<file path="config.mk">
export PLATFORM = sky130hd
export DESIGN_NAME = voxel_face_vertex_packer
export DESIGN_NICKNAME = d
export VERILOG_FILES = /design/src/sv/vfvp_pkg.sv /design/src/sv/vfvp_front.sv /design/src/sv/vfvp_fifo.sv /design/src/sv/vfvp_back.sv /design/src/sv/voxel_face_vertex_packer.sv
export SDC_FILE = /design/constraint.sdc
export NUM_CORES = 1
export LEC_CHECK = 0
export BUFFER_PORTS_ARGS = -buffer_cell sky130_fd_sc_hd__buf_4
export CORE_AREA = 2 2 180 146
export CTS_CLUSTER_SIZE = 28
export DETAILED_ROUTE_END_ITERATION = 12
export DIE_AREA = 0 0 182 148
export MAX_ROUTING_LAYER = met4
export SLEW_MARGIN = 15
export SYNTH_ARGS = -nofsm -noshare
export SYNTH_HDL_FRONTEND = slang
export SYNTH_SLANG_ARGS = --single-unit
</file>
<file path="constraint.sdc">
create_clock -name i_clk -period 8.1 [get_ports i_clk]
set_input_delay 0.405 -clock i_clk [delete_from_list [all_inputs] [get_ports i_clk]]
set_output_delay 0.405 -clock i_clk [all_outputs]
set_load 0.02 [all_outputs]
</file>
<file path="src/sv/vfvp_pkg.sv">
// Package: shared types, constants and the face corner table of the vertex packer.
`default_nettype none
package vfvp_pkg;

    localparam int BASE_INDEX_WIDTH = 20;
    localparam int BASE_OUT_W       = 20;
    localparam int ATLAS_W          = 8;
    localparam int ATLAS_RESET      = 16;
    localparam int FQ_DEPTH         = 2;
    localparam int FQ_AW            = (FQ_DEPTH > 1) ? $clog2(FQ_DEPTH) : 1;
    localparam int FQ_CW            = $clog2(FQ_DEPTH + 1);
    localparam int CORNERS          = 4;

    typedef enum logic [2:0] {
        FACE_FRONT  = 3'd0,
        FACE_BACK   = 3'd1,
        FACE_LEFT   = 3'd2,
        FACE_RIGHT  = 3'd3,
        FACE_TOP    = 3'd4,
        FACE_BOTTOM = 3'd5,
        FACE_BAD6   = 3'd6,
        FACE_BAD7   = 3'd7
    } t_face;

    typedef struct packed {
        logic dx;
        logic dy;
        logic dz;
        logic u;
        logic v;
    } t_corner;

    typedef struct packed {
        logic [4:0]                  bx;
        logic [4:0]                  by;
        logic [8:0]                  bz;
        t_face                       face;
        logic [CORNERS-1:0][1:0]     ao;
        logic                        flip;
        logic [7:0]                  tex;
        logic [BASE_INDEX_WIDTH-1:0] base;
    } t_face_rec;

    typedef struct packed {
        logic push;
        logic pop;
    } t_fq_ctl;

    function automatic t_corner corner_of(t_face face, logic [1:0] vn);
        t_corner c;
        c = '0;
        unique case (face)
            FACE_FRONT: begin
                unique case (vn)
                    2'd0: c = '{1'b1, 1'b0, 1'b0, 1'b0, 1'b0};
                    2'd1: c = '{1'b1, 1'b1, 1'b0, 1'b1, 1'b0};
                    2'd2: c = '{1'b1, 1'b0, 1'b1, 1'b0, 1'b1};
                    default: c = '{1'b1, 1'b1, 1'b1, 1'b1, 1'b1};
                endcase
            end
            FACE_BACK: begin
                unique case (vn)
                    2'd0: c = '{1'b0, 1'b0, 1'b0, 1'b0, 1'b0};
                    2'd1: c = '{1'b0, 1'b0, 1'b1, 1'b0, 1'b1};
                    2'd2: c = '{1'b0, 1'b1, 1'b0, 1'b1, 1'b0};
                    default: c = '{1'b0, 1'b1, 1'b1, 1'b1, 1'b1};
                endcase
            end
            FACE_LEFT: begin
                unique case (vn)
                    2'd0: c = '{1'b0, 1'b0, 1'b0, 1'b0, 1'b0};
                    2'd1: c = '{1'b1, 1'b0, 1'b0, 1'b1, 1'b0};
                    2'd2: c = '{1'b0, 1'b0, 1'b1, 1'b0, 1'b1};
                    default: c = '{1'b1, 1'b0, 1'b1, 1'b1, 1'b1};
                endcase
            end
            FACE_RIGHT: begin
                unique case (vn)
                    2'd0: c = '{1'b0, 1'b1, 1'b0, 1'b0, 1'b0};
                    2'd1: c = '{1'b0, 1'b1, 1'b1, 1'b0, 1'b1};
                    2'd2: c = '{1'b1, 1'b1, 1'b0, 1'b1, 1'b0};
                    default: c = '{1'b1, 1'b1, 1'b1, 1'b1, 1'b1};
                endcase
            end
            FACE_TOP: begin
                unique case (vn)
                    2'd0: c = '{1'b0, 1'b0, 1'b1, 1'b0, 1'b0};
                    2'd1: c = '{1'b1, 1'b0, 1'b1, 1'b1, 1'b0};
                    2'd2: c = '{1'b0, 1'b1, 1'b1, 1'b0, 1'b1};
                    default: c = '{1'b1, 1'b1, 1'b1, 1'b1, 1'b1};
                endcase
            end
            FACE_BOTTOM: begin
                unique case (vn)
                    2'd0: c = '{1'b0, 1'b0, 1'b0, 1'b0, 1'b0};
                    2'd1: c = '{1'b0, 1'b1, 1'b0, 1'b0, 1'b1};
                    2'd2: c = '{1'b1, 1'b0, 1'b0, 1'b1, 1'b0};
                    default: c = '{1'b1, 1'b1, 1'b0, 1'b1, 1'b1};
                endcase
            end
            default: c = '0;
        endcase
        return c;
    endfunction

endpackage
`default_nettype wire

</file>
<file path="src/sv/vfvp_front.sv">
// Front end: accepts faces, computes occlusion, texture index and base index, drops bad faces.
`default_nettype none
module vfvp_front (
    input  wire logic                          i_clk,
    input  wire logic                          i_rst_n,
    input  wire logic                          i_cfg_valid,
    input  wire logic [vfvp_pkg::ATLAS_W-1:0]  i_cfg_data,
    input  wire logic                          i_accept,
    input  wire logic                          i_restart,
    input  wire logic [4:0]                    i_block_x,
    input  wire logic [4:0]                    i_block_y,
    input  wire logic [8:0]                    i_block_z,
    input  wire logic [2:0]                    i_face,
    input  wire logic [11:0]                   i_neighbor_solid,
    input  wire logic [7:0]                    i_tex_col,
    input  wire logic [7:0]                    i_tex_row,
    output logic                               o_push,
    output vfvp_pkg::t_face_rec                o_rec
);

    logic [vfvp_pkg::ATLAS_W-1:0]          r_atlas_width;
    logic [vfvp_pkg::BASE_INDEX_WIDTH-1:0] r_count;
    logic [vfvp_pkg::BASE_INDEX_WIDTH-1:0] n_count;
    logic [vfvp_pkg::BASE_INDEX_WIDTH-1:0] base;
    logic [15:0]                           prod;
    logic [vfvp_pkg::CORNERS-1:0][1:0]     ao;
    logic [2:0]                            diag_a;
    logic [2:0]                            diag_b;
    logic                                  face_ok;

    always_ff @(posedge i_clk) begin
        if (!i_rst_n) begin
            r_atlas_width <= vfvp_pkg::ATLAS_W'(vfvp_pkg::ATLAS_RESET);
            r_count       <= '0;
        end else begin
            if (i_cfg_valid) begin
                r_atlas_width <= i_cfg_data;
            end
            r_count <= n_count;
        end
    end

    always_comb begin
        for (int v = 0; v < vfvp_pkg::CORNERS; v++) begin
            logic s1, s2, c;
            s1 = i_neighbor_solid[3*v];
            s2 = i_neighbor_solid[3*v+1];
            c  = i_neighbor_solid[3*v+2];
            if (s1 && s2) begin
                ao[v] = 2'd0;
            end else begin
                ao[v] = 2'(2'd3 - ({1'b0, s1} + {1'b0, s2} + {1'b0, c}));
            end
        end
    end

    assign diag_a  = {1'b0, ao[0]} + {1'b0, ao[3]};
    assign diag_b  = {1'b0, ao[1]} + {1'b0, ao[2]};
    assign face_ok = (i_face <= 3'(vfvp_pkg::FACE_BOTTOM));
    assign base    = i_restart ? '0 : r_count;
    assign prod    = i_tex_col * r_atlas_width;

    always_comb begin
        n_count = r_count;
        if (i_accept) begin
            n_count = face_ok ? vfvp_pkg::BASE_INDEX_WIDTH'(base + 3'd4) : base;
        end
    end

    assign o_push     = i_accept && face_ok;
    assign o_rec.bx   = i_block_x;
    assign o_rec.by   = i_block_y;
    assign o_rec.bz   = i_block_z;
    assign o_rec.face = vfvp_pkg::t_face'(i_face);
    assign o_rec.ao   = ao;
    assign o_rec.flip = (diag_a > diag_b);
    assign o_rec.tex  = 8'(prod[7:0] + i_tex_row);
    assign o_rec.base = base;

endmodule
`default_nettype wire

</file>
<file path="src/sv/vfvp_fifo.sv">
// Face queue between the front end and the vertex sequencer.
`default_nettype none
module vfvp_fifo (
    input  wire logic                 i_clk,
    input  wire logic                 i_rst_n,
    input  wire vfvp_pkg::t_fq_ctl    i_ctl,
    input  wire vfvp_pkg::t_face_rec  i_rec,
    output vfvp_pkg::t_face_rec       o_rec,
    output logic                      o_full,
    output logic                      o_empty
);

    vfvp_pkg::t_face_rec             r_mem [vfvp_pkg::FQ_DEPTH];
    logic [vfvp_pkg::FQ_AW-1:0]      r_wptr;
    logic [vfvp_pkg::FQ_AW-1:0]      r_rptr;
    logic [vfvp_pkg::FQ_CW-1:0]      r_cnt;
    logic                            do_push;
    logic                            do_pop;

    assign o_full  = (r_cnt == vfvp_pkg::FQ_CW'(vfvp_pkg::FQ_DEPTH));
    assign o_empty = (r_cnt == '0);
    assign do_push = i_ctl.push && !o_full;
    assign do_pop  = i_ctl.pop && !o_empty;
    assign o_rec   = r_mem[r_rptr];

    always_ff @(posedge i_clk) begin
        if (do_push) begin
            r_mem[r_wptr] <= i_rec;
        end
    end

    always_ff @(posedge i_clk) begin
        if (!i_rst_n) begin
            r_wptr <= '0;
            r_rptr <= '0;
            r_cnt  <= '0;
        end else begin
            if (do_push) begin
                r_wptr <= (r_wptr == vfvp_pkg::FQ_AW'(vfvp_pkg::FQ_DEPTH - 1)) ?
                          '0 : vfvp_pkg::FQ_AW'(r_wptr + 1'b1);
            end
            if (do_pop) begin
                r_rptr <= (r_rptr == vfvp_pkg::FQ_AW'(vfvp_pkg::FQ_DEPTH - 1)) ?
                          '0 : vfvp_pkg::FQ_AW'(r_rptr + 1'b1);
            end
            if (do_push && !do_pop) begin
                r_cnt <= vfvp_pkg::FQ_CW'(r_cnt + 1'b1);
            end else if (do_pop && !do_push) begin
                r_cnt <= vfvp_pkg::FQ_CW'(r_cnt - 1'b1);
            end
        end
    end

endmodule
`default_nettype wire

</file>
<file path="src/sv/vfvp_back.sv">
// Back end: steps through the four corners of the held face and forms each vertex word.
`default_nettype none
module vfvp_back (
    input  wire logic                          i_clk,
    input  wire logic                          i_rst_n,
    input  wire vfvp_pkg::t_face_rec           i_rec,
    input  wire logic                          i_q_empty,
    output logic                               o_q_pop,
    input  wire logic                          i_pop,
    output logic                               o_empty,
    output logic [31:0]                        o_vertex_word,
    output logic [1:0]                         o_vertex_number,
    output logic [vfvp_pkg::BASE_OUT_W-1:0]    o_base_index,
    output logic                               o_quad_flipped,
    output logic                               o_last
);

    vfvp_pkg::t_face_rec r_rec;
    logic                r_valid;
    logic [1:0]          r_vn;
    logic                take;
    logic                load;
    vfvp_pkg::t_corner   cor;
    logic [4:0]          x;
    logic [4:0]          y;
    logic [8:0]          z;
    logic [31:0]         base_ext;

    assign take    = r_valid && i_pop;
    assign load    = (!r_valid || (take && r_vn == 2'd3)) && !i_q_empty;
    assign o_q_pop = load;

    always_ff @(posedge i_clk) begin
        if (load) begin
            r_rec <= i_rec;
        end
    end

    always_ff @(posedge i_clk) begin
        if (!i_rst_n) begin
            r_valid <= 1'b0;
            r_vn    <= '0;
        end else begin
            if (load) begin
                r_valid <= 1'b1;
                r_vn    <= '0;
            end else if (take) begin
                r_vn <= 2'(r_vn + 1'b1);
                if (r_vn == 2'd3) begin
                    r_valid <= 1'b0;
                end
            end
        end
    end

    assign cor      = vfvp_pkg::corner_of(r_rec.face, r_vn);
    assign x        = 5'(r_rec.bx + {4'd0, cor.dx});
    assign y        = 5'(r_rec.by + {4'd0, cor.dy});
    assign z        = 9'(r_rec.bz + {8'd0, cor.dz});
    assign base_ext = 32'(r_rec.base);

    assign o_empty         = !r_valid;
    assign o_vertex_word   = {x, y, z, 1'b0, r_rec.ao[r_vn], cor.u, cor.v, r_rec.tex};
    assign o_vertex_number = r_vn;
    assign o_base_index    = base_ext[vfvp_pkg::BASE_OUT_W-1:0];
    assign o_quad_flipped  = r_rec.flip;
    assign o_last          = (r_vn == 2'd3);

endmodule
`default_nettype wire

</file>
<file path="src/sv/voxel_face_vertex_packer.sv">
// Top level: voxel face vertex packer, front end, face queue and vertex sequencer.
//
//  channel  | handshake                | payload
//  ---------+--------------------------+--------------------------------------------
//  face in  | push / full              | restart, block_x/y/z, face, neighbor_solid,
//           |                          | tex_col, tex_row
//  vertex   | empty / pop              | vertex_word, vertex_number, base_index,
//           |                          | quad_flipped, last
//  config   | i_cfg_valid / o_cfg_ready| i_cfg_data (atlas_width)
//
// A face is taken on push while full is low; its four vertices leave one per cycle
// while pop is held, so the single result channel sets the sustained rate. First
// vertex follows the queue write and sequencer load. A two-entry face queue lets
// the front keep taking faces while the output stalls; full rises when it fills.
// Face codes 6 and 7 produce no transaction. Synchronous reset clears counters.
`default_nettype none
module voxel_face_vertex_packer (
    input  wire logic                          i_clk,
    input  wire logic                          i_rst_n,
    input  wire logic                          i_cfg_valid,
    output logic                               o_cfg_ready,
    input  wire logic [vfvp_pkg::ATLAS_W-1:0]  i_cfg_data,
    input  wire logic                          push,
    output logic                               full,
    input  wire logic                          i_restart,
    input  wire logic [4:0]                    i_block_x,
    input  wire logic [4:0]                    i_block_y,
    input  wire logic [8:0]                    i_block_z,
    input  wire logic [2:0]                    i_face,
    input  wire logic [11:0]                   i_neighbor_solid,
    input  wire logic [7:0]                    i_tex_col,
    input  wire logic [7:0]                    i_tex_row,
    output logic                               empty,
    input  wire logic                          pop,
    output logic [31:0]                        o_vertex_word,
    output logic [1:0]                         o_vertex_number,
    output logic [vfvp_pkg::BASE_OUT_W-1:0]    o_base_index,
    output logic                               o_quad_flipped,
    output logic                               o_last
);

    vfvp_pkg::t_face_rec front_rec;
    vfvp_pkg::t_face_rec q_rec;
    vfvp_pkg::t_fq_ctl   q_ctl;
    logic                front_push;
    logic                q_full;
    logic                q_empty;
    logic                q_pop;
    logic                accept;

    assign o_cfg_ready = 1'b1;
    assign full        = q_full;
    assign accept      = push && !q_full;
    assign q_ctl.push  = front_push;
    assign q_ctl.pop   = q_pop;

    vfvp_front u_front (
        .i_clk            (i_clk),
        .i_rst_n          (i_rst_n),
        .i_cfg_valid      (i_cfg_valid),
        .i_cfg_data       (i_cfg_data),
        .i_accept         (accept),
        .i_restart        (i_restart),
        .i_block_x        (i_block_x),
        .i_block_y        (i_block_y),
        .i_block_z        (i_block_z),
        .i_face           (i_face),
        .i_neighbor_solid (i_neighbor_solid),
        .i_tex_col        (i_tex_col),
        .i_tex_row        (i_tex_row),
        .o_push           (front_push),
        .o_rec            (front_rec)
    );

    vfvp_fifo u_fifo (
        .i_clk   (i_clk),
        .i_rst_n (i_rst_n),
        .i_ctl   (q_ctl),
        .i_rec   (front_rec),
        .o_rec   (q_rec),
        .o_full  (q_full),
        .o_empty (q_empty)
    );

    vfvp_back u_back (
        .i_clk           (i_clk),
        .i_rst_n         (i_rst_n),
        .i_rec           (q_rec),
        .i_q_empty       (q_empty),
        .o_q_pop         (q_pop),
        .i_pop           (pop),
        .o_empty         (empty),
        .o_vertex_word   (o_vertex_word),
        .o_vertex_number (o_vertex_number),
        .o_base_index    (o_base_index),
        .o_quad_flipped  (o_quad_flipped),
        .o_last          (o_last)
    );

    a_corner_advance: assert property (@(posedge i_clk) disable iff (!i_rst_n)
        (pop && !empty && !o_last) |=>
            (!empty && o_vertex_number == 2'($past(o_vertex_number) + 1'b1)))
        else $error("corner number did not advance within a face");

    a_base_hold: assert property (@(posedge i_clk) disable iff (!i_rst_n)
        (pop && !empty && !o_last) |=>
            (o_base_index == $past(o_base_index) && o_quad_flipped == $past(o_quad_flipped)))
        else $error("face attributes changed between corners");

    a_first_corner: assert property (@(posedge i_clk) disable iff (!i_rst_n)
        (pop && !empty && o_last) |=> (empty || o_vertex_number == 2'd0))
        else $error("new face did not start at corner zero");

    a_queue_feed: assert property (@(posedge i_clk) disable iff (!i_rst_n)
        (empty && !q_empty) |=> !empty)
        else $error("sequencer idle while a face waits in the queue");

endmodule
`default_nettype wire
</file>
; After elaboration in Yosys (flattened, before gate mapping)
; Memory sizes are Yosys's and may differ from the RTL's. A register that Yosys moved wholly into a read port is not among the register bits.
; Cells that the tools add are included.
[totals]
regBits = 35
ram_bits = 118
in_bits = 64
out_inout_bits = 59
elab_cells = 97
mem_count = 1
[memory_table]
columns = memory, depth, width, read_ports, rd_ports_with_merged_regs, write_ports, line
row1 = u_fifo.r_mem, 2, 59, 1, 1, 1, vfvp_fifo.sv:13  ; vfvp_pkg::t_face_rec r_mem [vfvp_pkg::FQ_DEPTH];
[classes]
addsub = 24
n_mul = 1
magnitude_cmp = 3
n_eq_ne = 9
muxes = 24
bitwise = 1
reduce_logical = 27
[op_table]
columns = op, count
row1 = 5-bit case mux with 3 select lines, 4
row2 = 20-bit 2-to-1 mux, 2
row3 = 5-bit case mux with 6 select lines, 1
row4 = 4-bit case mux with 3 select lines, 2
row5 = 20-bit by 3-bit adder with 20-bit output (second input constant), 1
row6 = 2-bit 2-to-1 mux, 7
row7 = 1-bit logical AND, 13
row8 = 5-bit by 1-bit adder with 5-bit output, 2
row9 = 9-bit by 1-bit adder with 9-bit output, 1
row10 = 1-bit by 1-bit adder with 2-bit output, 4
row11 = 2-bit by 1-bit adder with 2-bit output, 4
row12 = 8-bit adder, 1
row13 = 8-bit by 8-bit multiplier with 8-bit output, 1
row14 = 2-bit subtractor (first input constant), 4
row15 = 1-bit 2-to-1 mux, 7
row16 = 2-bit by 2-bit adder with 3-bit output, 2
row17 = 2-bit == test (second input constant), 3
row18 = 3-bit by 2-bit == test with 1-bit output (second input constant), 2
row19 = 3-bit == test (second input constant), 2
row20 = 2-bit nonzero test, 3
row21 = 1-bit logical NOT, 5
row22 = 2-bit by 1-bit adder with 2-bit output (second input constant), 2
row23 = 2-bit binary-select mux with 2-bit select, 1
row24 = 2-bit logical NOT, 2
row25 = 12 further kinds, 13

; Logic depth before layout (Yosys ltp)
[depth]
depth_word = 9
ltp_mapped = 15
depth_no_buf = 14

; Cells and area by module
; From an unflattened synthesis, not the netlist that was laid out.
[unflattened]
hier_cells = 734
area_unflattened_um2 = 10216.0
[by_module_without_submodules]
columns = module, n_inst, cells_each, area_per_inst_um2, seq_area_each_um2
row1 = vfvp_fifo, 1, 209, 4526.8, 3643.5
row2 = vfvp_front, 1, 354, 3036.7, 560.5
row3 = vfvp_back, 1, 168, 2627.5, 1831.8
row4 = voxel_face_vertex_packer, 1, 3, 25.0, 0.0

; Least setup slack after synthesis
; OpenSTA, ideal clock, no wires.
[synth_timing]
kind = reg-to-reg
from = reg u_front.r_atlas_width[0] (netlist bit)
to = mem u_fifo.r_mem[0][27] (netlist bit) (data pin)
setup_ps = 264
arrival_ps = 3528
t_required_ps = 7836
setup_slack_ps = 4307
stages_incl_launch_ff = 16
n_path_buf = 1
period_less_slack_ps = 3793
path_cell_list = dfxtp_1 -> clkbuf_1 -> and2_1 -> fa_1 -> inv_1 -> fa_1 -> inv_1 -> ha_1 -> inv_1 -> fa_1 -> inv_1 -> fa_1 -> a21o_1 -> a21oi_1 -> xnor2_1 -> xnor2_1
[synth_lines]
columns = element, line
row1 = "start, declared", vfvp_front.sv:21  ; logic [vfvp_pkg::ATLAS_W-1:0] r_atlas_width;
row2 = "start signal, assigned", vfvp_front.sv:33  ; r_atlas_width <= vfvp_pkg::ATLAS_W'(vfvp_pkg::ATLAS_RESET);
row3 = "start signal, assigned", vfvp_front.sv:37  ; r_atlas_width <= i_cfg_data;
row4 = "end, declared", vfvp_fifo.sv:13

==> flow_summary_export.csv <==
group,metric,value,unit
outcome,run_status,"complete, no violations",
synthesis,ys_seq_elements,212,
critical_path,path_buf_inv,4,
critical_path,crit_fanout,8,
cts,clk_pin_slew,0.06,ns
critical_path,critPathCaptureType,"register",
synthesis,netlist-cell-type-count,51,
synthesis,async_reset_ff_share,0,%
route,first_pass_iters,6,
synthesis,ys_seq_area_share,60.66,%
global_routing,grtUsageTotal,13.96,%
cts,clockRootBuffer,"clkbuf_16",
layout,final_common_cell,"edfxtp_1",
layout,areaGrowthSynthToFinish,17.70,%
sta,finalHoldViolCount,0,
sta,slew_viol_final,0,
critical_path,crit_required,8.34,ns
place,gp_congestion,0.8210,
critical_path,critPathKind,"register to register",
layout,antenna_cells,0,
cts,htreeDepth,1,
sta,rsz0062_at_grt,"false",
floorplanning,num_io_pins,123,
critical_path,crit_chain,"and2_1 -> fa_1 -> inv_1 -> fa_1 -> inv_1 -> ha_1 -> inv_1 -> fa_1 -> inv_1 -> fa_1 -> a21o_1 -> a21oi_1 -> xnor2_1 -> xnor2_1",
critical_path,arrival,4.12,ns
sta,setup_viol_count_final,0,
floorplanning,coreArea,25110,um^2
sta,holdWs,0.09436,ns
cts,clock-sinks,212,
critical_path,slowest_delay,0.52,ns
route,vias,5366,
sta,fin_skew,0.008631,ns
run,cap_violations,0,
global_routing,grt_pass1_vias,5443,
sta,maxSlewHeadroom,55.34,%
floorplanning,fp.dieH,148,um
cts,cts-hold-fix-buffers,0,
place,pre_cts_ws,4.060,ns
sta,period_needed,3.879,ns
global_routing,grt_max_degree,43,
synthesis,syn_inst,703,
critical_path,worst_setup_path_start_kind,"register",
floorplanning,die_w,182,um
layout,nets,927,
floorplanning,initial_utilization,39.49,%
layout,layout_common_cells,"177 x edfxtp_1, 124 x buf_4, 60 x mux2_2",
critical_path,reg2reg_setup_slack,4.22,ns
sta,finalCritPeriodShare,47.89,%
layout,drive_gt1_share,28.12,%
cts,clk_latency,0.49,ns
route,antenna_left,0,
floorplanning,row_count,52,
sta,worst_slew_pin_slew,0.6680,ns
cts,post-cts-setup-buffer-count,0,
route,vias_per_cell,4.699,
hold_path,hp-class,"primary input to register",
sta,tns,0,ns
global_routing,grt_pass1_wl,28.91,mm
floorplanning,dieArea,26940,um^2
critical_path,cpMaxStageDelayCell,"fa_1",
cts,cts_tree,"done",
synthesis,syn_area_per_cell,14.11,um^2
synthesis,ys.flop_type,"edfxtp_1",
synthesis,ys.warnings.count,0,
route,remaining_drc_errors,0,
critical_path,crit_family,"adder cells",
place,portBuffers,120,
synthesis,syn_nets,828,
cts,cts_made_buffers,22,
power_and_ir_drop,p_leak,4.440,nW
route,avgRoutedWirePerCell,15.84,um
global_routing,grt-ovfl-total,0,
route,drt_iter0_drc,286,
sta,layout_setup_ws,4.221,ns
power_and_ir_drop,power_density,300.5,nW/um^2
place,dpl.hpwl,12.39,mm
synthesis,synthesis.area,9917,um^2
global_routing,antenna_found_initial,0,
cts,cts_resized,0,
sta,fmax,0.2578,GHz
power_and_ir_drop,irDropWorstVdd,0.1412,mV
synthesis,synth_edf_count,177,
route,wl,18.09,mm
cts,clock_path_buffers,3,
[registers in the layout, indices dropped and copies added (netlist names)]
signal,count
u_back.o_vertex_number,2
u_fifo.r_mem,118
u_back.r_valid,1
u_front.r_atlas_width,8
u_front.r_count,20
u_back.o_base_index,20
u_back.r_rec,30
u_fifo.r_rptr,1
u_back.o_vertex_word,8
u_fifo.r_cnt,2
u_back.o_quad_flipped,1
u_fifo.r_wptr,1
[stage by stage]
stage               instances  power (mW)  area, um^2  util, %
finish                   1142       3.507       11670    46.48
detailed placement       1102       2.545       10950    43.60
floorplan                 703       2.244        9917        -
global placement         1102       2.531       10950    43.60
global route             1142       3.693       11670    46.48
CTS                      1142       3.563       11670    46.48
[synth_stat cells (3+ instances only)]
cell	n	area, um^2
nand3_1	13	65.06
nand4_1	8	50.05
mux2_2	60	675.7
a21o_1	3	22.52
and3_1	4	25.02
nor3_1	7	35.03
a22oi_1	3	22.52
dfxtp_1	35	700.7
nor2_1	13	48.80
buf_4	32	240.2
nand2_1	50	187.7
xnor2_1	39	341.6
a21boi_0	4	30.03
inv_1	55	206.5
and2_1	33	206.5
mux2i_1	9	90.09
edfxtp_1	177	5315
clkbuf_1	12	45.04
o21ai_0	4	20.02
fa_1	28	560.5
ha_1	33	412.9
nor2b_1	23	143.9
xor2_1	10	87.58
a21oi_1	11	55.05
[power by group]
part           switching (mW)  internal [mW]
registers               0.101           1.46
logic                   0.535          0.406
clock network           0.391          0.615
total                    1.03           2.48
[cell families (layout without fill, tap and decap cells)]
| logic type | Yosys count | in the layout | synth area share, % |
|---|---|---|---|
| flops | 212 | 212 | 60.66 |
| other cells | 2 | 2 | 0.07573 |
| xor+xnor | 49 | 49 | 4.328 |
| simple gates | 167 | 167 | 9.286 |
| buf+inv | 104 | 219 | 5.236 |
| fa+ha+maj | 61 | 61 | 9.816 |
| compound gates | 37 | 37 | 2.422 |
| mux | 71 | 71 | 8.176 |
[worst paths after layout]
path,start,end,depth (start not counted)
max,u_front.r_atlas_width[1],u_fifo.r_mem[0][27],14
min,i_block_x[2],u_fifo.r_mem[0][56],1
max reg2reg,u_front.r_atlas_width[1],u_fifo.r_mem[0][27],14
min reg2reg,u_front.r_count[1],u_front.r_count[1],1
[metal layers]
metal | global-route usage, % | part of all wire [%] | vias to the layer above
li1 | - | - | 2620
met1 | 19.17 | 49 | 2627
met2 | 21.85 | 45 | 96
met3 | 2.562 | 3.6 | 23
met4 | 2.944 | 1.9 | 0
met5 | - | 0 | -
[final cells by class]
type / count / area, um^2
Timing Repair Buffer: 124 / 930.9
Clock buffer: 30 / 601.8
Clock inverter: 10 / 120.1
Tap cell: 324 / 405.4
Inverter: 55 / 206.4
Multi-Input combinational cell: 387 / 3391
Sequential cell: 212 / 6017
Fill cell: 2266 / 13440
(Power assumes the default switching activity.)
